**config.mk**
```make
export PLATFORM = sky130hd
export DESIGN_NAME = three_photon_dalitz_event_builder_core
export DESIGN_NICKNAME = d
export VERILOG_FILES = /design/src/rtl/core/tpdeb_pkg.sv /design/src/rtl/core/three_photon_dalitz_event_builder_core.sv /design/src/rtl/core/tpdeb_coord_unit.sv
export VERILOG_INCLUDE_DIRS = /design/src /design/src/rtl/core
export SDC_FILE = /design/constraint.sdc
export NUM_CORES = 2
export LEC_CHECK = 0
export BUFFER_PORTS_ARGS = -buffer_cell sky130_fd_sc_hd__buf_2
export CORE_ASPECT_RATIO = 1.75
export CORE_MARGIN = 2
export CORE_UTILIZATION = 40
export CTS_CLUSTER_DIAMETER = 200
export DETAILED_ROUTE_END_ITERATION = 10
export PLACE_DENSITY = 0.53
export SLEW_MARGIN = 15
export SYNTH_ARGS = -nofsm -noshare
export SYNTH_HDL_FRONTEND = slang
export SYNTH_SLANG_ARGS = --single-unit
```
**constraint.sdc**
```tcl
create_clock -name clk_i -period 16.8 [get_ports clk_i]
set_clock_uncertainty 0.05 [all_clocks]
set_input_delay 3.36 -clock clk_i [delete_from_list [all_inputs] [get_ports clk_i]]
set_output_delay 3.36 -clock clk_i [all_outputs]
set_load 0.05 [all_outputs]
```
**src/rtl/core/three_photon_dalitz_event_builder_core_assert.svh**
```systemverilog
// assertion macros shared by the core rtl
`ifndef THREE_PHOTON_DALITZ_EVENT_BUILDER_CORE_ASSERT_SVH
`define THREE_PHOTON_DALITZ_EVENT_BUILDER_CORE_ASSERT_SVH

// same-cycle implication, checked out of reset
`define TPDEB_ASSERT_NOW(label, ante, cons, msg) \
  label: assert property (@(posedge clk_i) disable iff (!rst_ni) (ante) |-> (cons)) \
    else $error(msg);

// next-cycle implication, checked out of reset
`define TPDEB_ASSERT_NEXT(label, ante, cons, msg) \
  label: assert property (@(posedge clk_i) disable iff (!rst_ni) (ante) |=> (cons)) \
    else $error(msg);

`endif

```
**src/rtl/core/tpdeb_pkg.sv**
```systemverilog
`default_nettype none

package tpdeb_pkg;

  localparam int EventW        = 31;
  localparam int SlotW         = 8;
  localparam int EnergyBits    = 20;
  localparam int CoordFracBits = 15;
  localparam int CoordW        = 16;
  localparam int TotW          = EnergyBits + 2;
  localparam int NumW          = EnergyBits + 3;
  localparam int QuotFracBits  = 30;
  localparam int QuotW         = QuotFracBits + 2;
  localparam int DivSteps      = QuotFracBits / 2;
  localparam int CntW          = $clog2(DivSteps);
  localparam int KW            = 32;
  localparam int ProdW         = QuotW + KW;
  localparam int RoundShift    = 62 - CoordFracBits;

  localparam logic [KW-1:0]    InvSqrt2    = 32'd3037000500;
  localparam logic [KW-1:0]    InvSqrt6    = 32'd1753413056;
  localparam logic [ProdW-1:0] RoundBias   = ProdW'(1) << (61 - CoordFracBits);
  localparam logic [ProdW-1:0] CoordPosMax = ProdW'(32767);
  localparam logic [ProdW-1:0] CoordNegMax = ProdW'(32768);
  localparam logic [2:0]       AllSeen     = 3'b111;

  typedef enum logic [2:0] {
    SeqIdle,
    SeqPrep,
    SeqXGo,
    SeqXWait,
    SeqYGo,
    SeqYWait,
    SeqEmit
  } seq_state_e;

  typedef enum logic [1:0] {
    CuIdle,
    CuDiv,
    CuMul,
    CuRnd
  } cu_state_e;

  typedef struct packed {
    logic                   start;
    logic                   use_sqrt6;
    logic signed [NumW-1:0] num;
    logic [TotW-1:0]        tot;
  } cu_req_t;

  typedef struct packed {
    logic              done;
    logic [CoordW-1:0] coord;
  } cu_rsp_t;

endpackage

`default_nettype wire

```
**src/rtl/core/three_photon_dalitz_event_builder_core.sv**
```systemverilog
// channel | direction | handshake               | payload
// --------+-----------+-------------------------+------------------------------------------
// in      | input     | in_valid_i / in_ready_o | event_number, photon_slot, hit_energy,
//         |           |                         | stream_end
// out     | output    | out_valid_o/out_ready_i | coord_x, coord_y, run_last
// cfg     | input     | cfg_we_i (no wait)      | cfg_wdata_i = sort_energies
//
// a word that closes no event leaves the core idle, ready again the next cycle
// each finished event takes two passes of the shared divider
//   (radix-4, 15 steps) with one 32x32 multiply and a rounding step each
// a word that closes two events runs both events through the divider in turn
// a held result word blocks input only while the sequencer waits in SeqEmit to load the next one
// reset clears the open event, the mode bit and the output valid bit
`default_nettype none

`include "three_photon_dalitz_event_builder_core_assert.svh"

module three_photon_dalitz_event_builder_core
  import tpdeb_pkg::*;
(
  input  wire logic                     clk_i,
  input  wire logic                     rst_ni,
  input  wire logic                     cfg_we_i,
  input  wire logic                     cfg_wdata_i,
  input  wire logic                     in_valid_i,
  output logic                          in_ready_o,
  input  wire logic [EventW-1:0]        event_number_i,
  input  wire logic signed [SlotW-1:0]  photon_slot_i,
  input  wire logic [EnergyBits-1:0]    hit_energy_i,
  input  wire logic                     stream_end_i,
  output logic                          out_valid_o,
  input  wire logic                     out_ready_i,
  output logic signed [CoordW-1:0]      coord_x_o,
  output logic signed [CoordW-1:0]      coord_y_o,
  output logic                          run_last_o
);

  seq_state_e             state_q, state_d;
  logic                   sort_q;
  logic [EventW-1:0]      open_ev_q;
  logic                   event_open_q;
  logic [EnergyBits-1:0]  energy_q [3];
  logic [2:0]             seen_q;
  logic [EnergyBits-1:0]  cur_e_q [3];
  logic [EnergyBits-1:0]  next_e_q [3];
  logic                   has_next_q;
  logic signed [NumW-1:0] num_x_q, num_y_q;
  logic [TotW-1:0]        tot_q;
  logic [CoordW-1:0]      x_res_q;
  logic                   out_valid_q;
  logic [CoordW-1:0]      out_x_q, out_y_q;
  logic                   out_last_q;

  logic                   in_acc;
  logic                   change;
  logic                   old_emit, new_emit;
  logic [EnergyBits-1:0]  base_e [3];
  logic [2:0]             base_seen;
  logic [EnergyBits-1:0]  new_e [3];
  logic [2:0]             new_seen;
  logic                   slot_ok;
  logic [1:0]             slot_idx;
  logic [TotW-1:0]        old_tot, new_tot;
  logic [EnergyBits-1:0]  s0, s1, s2, t0, t1, u0, u1;
  logic                   out_free;
  logic                   load_out;
  cu_req_t                cu_req;
  cu_rsp_t                cu_rsp;

  assign in_ready_o = (state_q == SeqIdle);
  assign in_acc     = in_valid_i && in_ready_o;
  assign out_free   = !out_valid_q || out_ready_i;
  assign load_out   = (state_q == SeqEmit) && out_free;

  // event bookkeeping for the word at the input
  always_comb begin
    change    = event_open_q && (event_number_i != open_ev_q);
    old_tot   = TotW'(energy_q[0]) + TotW'(energy_q[1]) + TotW'(energy_q[2]);
    old_emit  = change && (seen_q == AllSeen) && (old_tot != '0);
    slot_ok   = (photon_slot_i[SlotW-1:2] == '0) && (photon_slot_i[1:0] != 2'd3);
    slot_idx  = photon_slot_i[1:0];
    base_seen = change ? 3'b000 : seen_q;
    for (int i = 0; i < 3; i++) begin
      base_e[i] = change ? '0 : energy_q[i];
      new_e[i]  = base_e[i];
    end
    new_seen = base_seen;
    if (slot_ok && !base_seen[slot_idx]) begin
      new_e[slot_idx]    = hit_energy_i;
      new_seen[slot_idx] = 1'b1;
    end
    new_tot  = TotW'(new_e[0]) + TotW'(new_e[1]) + TotW'(new_e[2]);
    new_emit = stream_end_i && (new_seen == AllSeen) && (new_tot != '0);
  end

  // optional ascending sort of the current triple
  always_comb begin
    s0 = cur_e_q[0];
    s1 = cur_e_q[1];
    s2 = cur_e_q[2];
    if (sort_q) begin
      t0 = (s0 > s1) ? s1 : s0;
      t1 = (s0 > s1) ? s0 : s1;
      u1 = (t1 > s2) ? s2 : t1;
      s2 = (t1 > s2) ? t1 : s2;
      u0 = (t0 > u1) ? u1 : t0;
      s1 = (t0 > u1) ? t0 : u1;
      s0 = u0;
    end else begin
      t0 = '0;
      t1 = '0;
      u0 = '0;
      u1 = '0;
    end
  end

  always_comb begin
    state_d = state_q;
    unique case (state_q)
      SeqIdle: begin
        if (in_acc && (old_emit || new_emit)) begin
          state_d = SeqPrep;
        end
      end
      SeqPrep:  state_d = SeqXGo;
      SeqXGo:   state_d = SeqXWait;
      SeqXWait: if (cu_rsp.done) state_d = SeqYGo;
      SeqYGo:   state_d = SeqYWait;
      SeqYWait: if (cu_rsp.done) state_d = SeqEmit;
      SeqEmit: begin
        if (out_free) begin
          state_d = has_next_q ? SeqPrep : SeqIdle;
        end
      end
      default: state_d = SeqIdle;
    endcase
  end

  always_comb begin
    cu_req.start     = (state_q == SeqXGo) || (state_q == SeqYGo);
    cu_req.use_sqrt6 = (state_q == SeqYGo);
    cu_req.num       = (state_q == SeqYGo) ? num_y_q : num_x_q;
    cu_req.tot       = tot_q;
  end

  tpdeb_coord_unit u_coord (
    .clk_i  (clk_i),
    .rst_ni (rst_ni),
    .req_i  (cu_req),
    .rsp_o  (cu_rsp)
  );

  always_ff @(posedge clk_i or negedge rst_ni) begin
    if (!rst_ni) begin
      state_q      <= SeqIdle;
      sort_q       <= 1'b0;
      open_ev_q    <= '0;
      event_open_q <= 1'b0;
      seen_q       <= '0;
      energy_q     <= '{default: '0};
      has_next_q   <= 1'b0;
      out_valid_q  <= 1'b0;
    end else begin
      state_q <= state_d;
      if (cfg_we_i) begin
        sort_q <= cfg_wdata_i;
      end
      if (in_acc) begin
        open_ev_q    <= event_number_i;
        event_open_q <= !stream_end_i;
        seen_q       <= stream_end_i ? 3'b000 : new_seen;
        for (int i = 0; i < 3; i++) begin
          energy_q[i] <= stream_end_i ? '0 : new_e[i];
        end
        has_next_q <= old_emit && new_emit;
      end else if (load_out && has_next_q) begin
        has_next_q <= 1'b0;
      end
      if (load_out) begin
        out_valid_q <= 1'b1;
      end else if (out_ready_i) begin
        out_valid_q <= 1'b0;
      end
    end
  end

  always_ff @(posedge clk_i) begin
    if (in_acc) begin
      for (int i = 0; i < 3; i++) begin
        cur_e_q[i]  <= old_emit ? energy_q[i] : new_e[i];
        next_e_q[i] <= new_e[i];
      end
    end else if (load_out && has_next_q) begin
      cur_e_q <= next_e_q;
    end
    if (state_q == SeqPrep) begin
      tot_q   <= TotW'(s0) + TotW'(s1) + TotW'(s2);
      num_x_q <= NumW'(s1) - NumW'(s0);
      num_y_q <= (NumW'(s2) <<< 1) - NumW'(s0) - NumW'(s1);
    end
    if ((state_q == SeqXWait) && cu_rsp.done) begin
      x_res_q <= cu_rsp.coord;
    end
    if (load_out) begin
      out_x_q    <= x_res_q;
      out_y_q    <= cu_rsp.coord;
      out_last_q <= !has_next_q;
    end
  end

  assign out_valid_o = out_valid_q;
  assign coord_x_o   = out_x_q;
  assign coord_y_o   = out_y_q;
  assign run_last_o  = out_last_q;

  `TPDEB_ASSERT_NOW(a_done_when_waiting, cu_rsp.done,
                    (state_q == SeqXWait) || (state_q == SeqYWait),
                    "divider result with no pass waiting")
  `TPDEB_ASSERT_NEXT(a_emit_loads_out, load_out, out_valid_q,
                     "result word not loaded")
  `TPDEB_ASSERT_NEXT(a_end_closes_event, in_acc && stream_end_i, !event_open_q,
                     "event left open after stream end")
  `TPDEB_ASSERT_NOW(a_next_only_busy, has_next_q, state_q != SeqIdle,
                    "second event pending while idle")

endmodule

`default_nettype wire

```
**src/rtl/core/tpdeb_coord_unit.sv**
```systemverilog
`default_nettype none

module tpdeb_coord_unit
  import tpdeb_pkg::*;
(
  input  wire logic    clk_i,
  input  wire logic    rst_ni,
  input  wire cu_req_t req_i,
  output cu_rsp_t      rsp_o
);

  cu_state_e             state_q, state_d;
  logic [CntW-1:0]       cnt_q, cnt_d;
  logic [TotW-1:0]       d_q, d_d;
  logic [TotW-1:0]       r_q, r_d;
  logic [QuotW-1:0]      q_q, q_d;
  logic                  neg_q, neg_d;
  logic                  k6_q, k6_d;
  logic [ProdW-1:0]      p_q, p_d;
  logic [CoordW-1:0]     coord_q, coord_d;
  logic                  done_q, done_d;

  logic [NumW-1:0]       mag;
  logic [NumW-1:0]       two_tot;
  logic [NumW-1:0]       one_tot;
  logic [1:0]            q0;
  logic [TotW-1:0]       r0;
  logic [TotW:0]         r1s, r2s;
  logic [TotW-1:0]       r1, r2;
  logic                  b1, b0;
  logic [ProdW-1:0]      v;
  logic [ProdW-1:0]      vs;

  always_comb begin
    mag     = req_i.num[NumW-1] ? NumW'(-req_i.num) : NumW'(req_i.num);
    two_tot = {req_i.tot, 1'b0};
    one_tot = {1'b0, req_i.tot};
    if (mag >= two_tot) begin
      q0 = 2'd2;
      r0 = TotW'(mag - two_tot);
    end else if (mag >= one_tot) begin
      q0 = 2'd1;
      r0 = TotW'(mag - one_tot);
    end else begin
      q0 = 2'd0;
      r0 = TotW'(mag);
    end

    // two restoring steps per cycle
    r1s = {r_q, 1'b0};
    b1  = r1s >= {1'b0, d_q};
    r1  = b1 ? TotW'(r1s - {1'b0, d_q}) : TotW'(r1s);
    r2s = {r1, 1'b0};
    b0  = r2s >= {1'b0, d_q};
    r2  = b0 ? TotW'(r2s - {1'b0, d_q}) : TotW'(r2s);

    v = (p_q + RoundBias) >> RoundShift;
    if (neg_q) begin
      vs = (v > CoordNegMax) ? CoordNegMax : v;
    end else begin
      vs = (v > CoordPosMax) ? CoordPosMax : v;
    end
  end

  always_comb begin
    state_d = state_q;
    cnt_d   = cnt_q;
    d_d     = d_q;
    r_d     = r_q;
    q_d     = q_q;
    neg_d   = neg_q;
    k6_d    = k6_q;
    p_d     = p_q;
    coord_d = coord_q;
    done_d  = 1'b0;
    unique case (state_q)
      CuIdle: begin
        if (req_i.start) begin
          d_d     = req_i.tot;
          r_d     = r0;
          q_d     = QuotW'(q0);
          neg_d   = req_i.num[NumW-1];
          k6_d    = req_i.use_sqrt6;
          cnt_d   = CntW'(DivSteps - 1);
          state_d = CuDiv;
        end
      end
      CuDiv: begin
        r_d = r2;
        q_d = {q_q[QuotW-3:0], b1, b0};
        if (cnt_q == '0) begin
          state_d = CuMul;
        end else begin
          cnt_d = cnt_q - 1'b1;
        end
      end
      CuMul: begin
        p_d     = ProdW'(q_q) * ProdW'(k6_q ? InvSqrt6 : InvSqrt2);
        state_d = CuRnd;
      end
      CuRnd: begin
        coord_d = neg_q ? CoordW'(ProdW'(0) - vs) : CoordW'(vs);
        done_d  = 1'b1;
        state_d = CuIdle;
      end
      default: state_d = CuIdle;
    endcase
  end

  always_ff @(posedge clk_i or negedge rst_ni) begin
    if (!rst_ni) begin
      state_q <= CuIdle;
      done_q  <= 1'b0;
    end else begin
      state_q <= state_d;
      done_q  <= done_d;
    end
  end

  always_ff @(posedge clk_i) begin
    cnt_q   <= cnt_d;
    d_q     <= d_d;
    r_q     <= r_d;
    q_q     <= q_d;
    neg_q   <= neg_d;
    k6_q    <= k6_d;
    p_q     <= p_d;
    coord_q <= coord_d;
  end

  assign rsp_o.done  = done_q;
  assign rsp_o.coord = coord_q;

endmodule

`default_nettype wire
```
==> results.json <==
{
  "status": "complete, no violations",
  "most-common-layout-cells": "1034 x inv_1, 666 x ha_1, 605 x fa_1",
  "post_synth_num_cell_types": 96,
  "final_min_period_over_clock_period": 0.827,
  "worst-r2r-cell-count": 55,
  "finalHoldViolCount": 0,
  "start_of_the_worst_register_to_register_path": "cur_e_q[46]",
  "worstSetupPathDepth": 55,
  "regToRegSetupSlack_ps": 2900,
  "cp_slowest_stage_delay_ps": 550,
  "netlist_instances": 5552,
  "path_clk_slew_ps": 70,
  "n_fill_cell": 13000,
  "synth_seq_cells": 454,
  "io_buffers": 100,
  "path_delay_family": "compound AO/OA/AOI/OAI gates",
  "netlist_area_before_placement_sq_um": 53500,
  "maxSlewHeadroom": 0.244,
  "cts_made_buffers": 51,
  "drt-wirelength-per-cell_um": 20.0,
  "vias_per_cell": 5.14,
  "drtPass1Iterations": 8,
  "avgSynthCellArea_sq_um": 9.64,
  "worstHoldPathCells": 0,
  "crit_path_frequent_cell": "o21ai_0",
  "dr.first_iter.drc_count": 1660,
  "crit_buf_inv": 7,
  "worst_margin_slew_ps": 1120,
  "antenna_found_initial": 4,
  "maxCapViolations": 0,
  "fraction_of_final_layout_cells_with_drive_strength_greater_than_1": 0.0582,
  "via_count_of_the_first_global_routing_pass": 41300,
  "cp.arrival_ps": 14250,
  "reg2reg_to": "tot_q[19]",
  "final-setup-viol-count": 0,
  "htreeDepth": 2,
  "drc_errors": 0,
  "cpMaxStageDelayCell": "edfxtp_1",
  "critPathMaxFanout": 66,
  "cts-resized-gates": 0,
  "routed_via_count": 38000,
  "post_cts.repair.setup_buffers": 0,
  "yosysSeqAreaShare": 0.245,
  "mostFrequentLayoutCell": "inv_1",
  "start_util": 0.403,
  "slew_viol_final": 0,
  "grt.overflow.total": 0,
  "multi_input_area_sq_um": 36300,
  "clock_sinks": 454,
  "boundaryPins": 101,
  "regArea_sq_um": 13100,
  "hpwlAfterDp_um": 125000,
  "worstPathRequired_ps": 17150,
  "hold-path-endpoint": "coord_x_o[11]",
  "grt_pass1_wl_um": 233000,
  "route.final.wire_length_um": 148000,
  "hold_path_class": "reg -> reg",
  "prevailing_post_synth_register_cell": "edfxtp_1",
  "synthArstFlopShare": 0.229,
  "cts_tree": "built",
  "grt_setup_unrepaired": "false",
  "fin_nets": 7001,
  "fp.dieArea_sq_um": 137000,
  "core_region_area_sq_um": 133000,
  "hold_buffers": 0,
  "max_clock_freq_ghz": 0.0719,
  "clk_tree_root_cell": "clkbuf_16",
  "chipHeight_um": 488,
  "worstSetupEndpointType": "register",
  "remaining_number_of_nets_flagged_by_the_antenna_check_after_routing": 0,
  "row_count": 177,
  "grtUsageTotal": 0.222,
  "clk_latency_ps": 660,
  "hold_start": "x_res_q[11]",
  "synth_warnings": 0,
  "synth-edff-count": 350,
  "period_minus_slack_ps": 13900,
  "die_width_um": 281,
  "layout-area-overhead-vs-synth_pct": 8.29,
  "setup.worst_path.class": "reg -> reg",
  "critical_path.startpoint_type": "register",
  "grt_start_max_net_pins": 88,
  "finalSetupTns_ps": 0,
  "place_congestion": 0.896,
  "cts_max_path_buffers": 3
}
## worst max-delay path by stage
stage	start	to	slack, ps
2_1_floorplan	cur_e_q[58]	tot_q[19]	4220
3_3_place_gp	cur_e_q[46]	tot_q[19]	2930
3_5_place_dp	cur_e_q[46]	tot_q[19]	2860
4_1_cts	cur_e_q[46]	tot_q[19]	2820
5_1_grt	cur_e_q[26]	num_y_q[20]	1650
6_report	cur_e_q[46]	tot_q[19]	2900
## sequential cells by signal, summed over array words and instances, names as in the netlist, 4 cells and up
signal and flops:
num_y_q 22, cur_e_q 60, u_coord.p_q 18, u_coord.d_q 22
u_coord.r_q 22, num_x_q 21, u_coord.q_q 32, u_coord.cnt_q 4
next_e_q 60, coord_y_o 16, energy_q 60, coord_x_o 16
x_res_q 16, open_ev_q 31, u_coord.coord_q 16, tot_q 22
## synthesized netlist by cell type (9+ instances only)
cell	number	area, sq um
and2_1	40	250
a21boi_0	39	293
or2_2	27	169
nor2_1	305	1140
nand3_1	51	255
mux2_2	22	248
nor2b_1	47	294
o21ai_0	323	1620
or3_1	19	119
a21oi_1	272	1360
nor3_1	77	385
a211oi_1	18	135
a311oi_1	9	78.8
o211ai_1	25	188
nand4_1	38	238
o21bai_1	28	210
o31ai_1	11	82.6
o21ai_1	14	70.1
xnor2_1	144	1260
nor4_1	23	144
nand2b_1	49	307
a31oi_1	24	150
ha_1	668	8360
o21a_1	19	143
edfxtp_1	350	10500
buf_1	15	56.3
and4_1	9	78.8
nand2_1	512	1920
clkbuf_1	139	522
a21o_1	93	698
dfrtp_1	104	2600
fa_1	605	12100
inv_1	1035	3880
xor2_1	77	674
a22o_1	64	561
mux2i_1	114	1140
and3_1	21	131
## area by class of cell
type,instances,area share
multi-input cells,3971,0.626
flip-flops and latches,454,0.226
inverters,1039,0.0673
well taps,1700,0.0367
clock buffers,58,0.0226
repair buffers,145,0.0145
clock inverters,36,0.00617
diodes,1,0.0000432
## per-stage QoR
step / cells / hold WS, ps / utilization / instance area, sq um / setup WS, ps
after detailed placement: 7309 / 356 / 0.424 / 56300 / 2860
after floorplan: 5621 / 350 / - / 53800 / 4220
final: 7404 / 368 / 0.436 / 58000 / 2900
after CTS: 7403 / 371 / 0.436 / 58000 / 2820
after global placement: 7309 / 352 / 0.424 / 56300 / 2930
after global routing: 7404 / 376 / 0.436 / 58000 / 1650
## worst reg2reg max path: cells and delay by family (launching register included)
| kind | cells | cell delay [ps] |
|---|---|---|
| compound gates | 29 | 6550 |
| buf+inv | 7 | 1540 |
| mux | 1 | 340 |
| flops | 1 | 550 |
| fa+ha+maj | 6 | 2040 |
| simple gates | 11 | 2480 |
| xor+xnor | 1 | 120 |
## routing by layer
| layer | share of wire | vias up | GRT usage |
|---|---|---|---|
| met4 | 0.049 | 0 | 0.0954 |
| met1 | 0.37 | 18600 | 0.231 |
| met2 | 0.57 | 600 | 0.446 |
| met5 | 0 | - | 0 |
| li1 | - | 18600 | - |
| met3 | 0.019 | 263 | 0.0153 |
## kinds of logic after synthesis
logic type,Yosys count,synth area share
AO/OA/AOI/OAI,1024,0.120
XOR/XNOR,222,0.0365
adder cells (fa/ha/maj),1274,0.383
buffers and inverters,1196,0.0841
flip-flops,454,0.245
multiplexers,136,0.0259
other,2,0.000140
AND/OR/NAND/NOR,1244,0.106
Power is not shown: default switching activity piles up to over one toggle a cycle in this logic, so the estimate is an artifact.
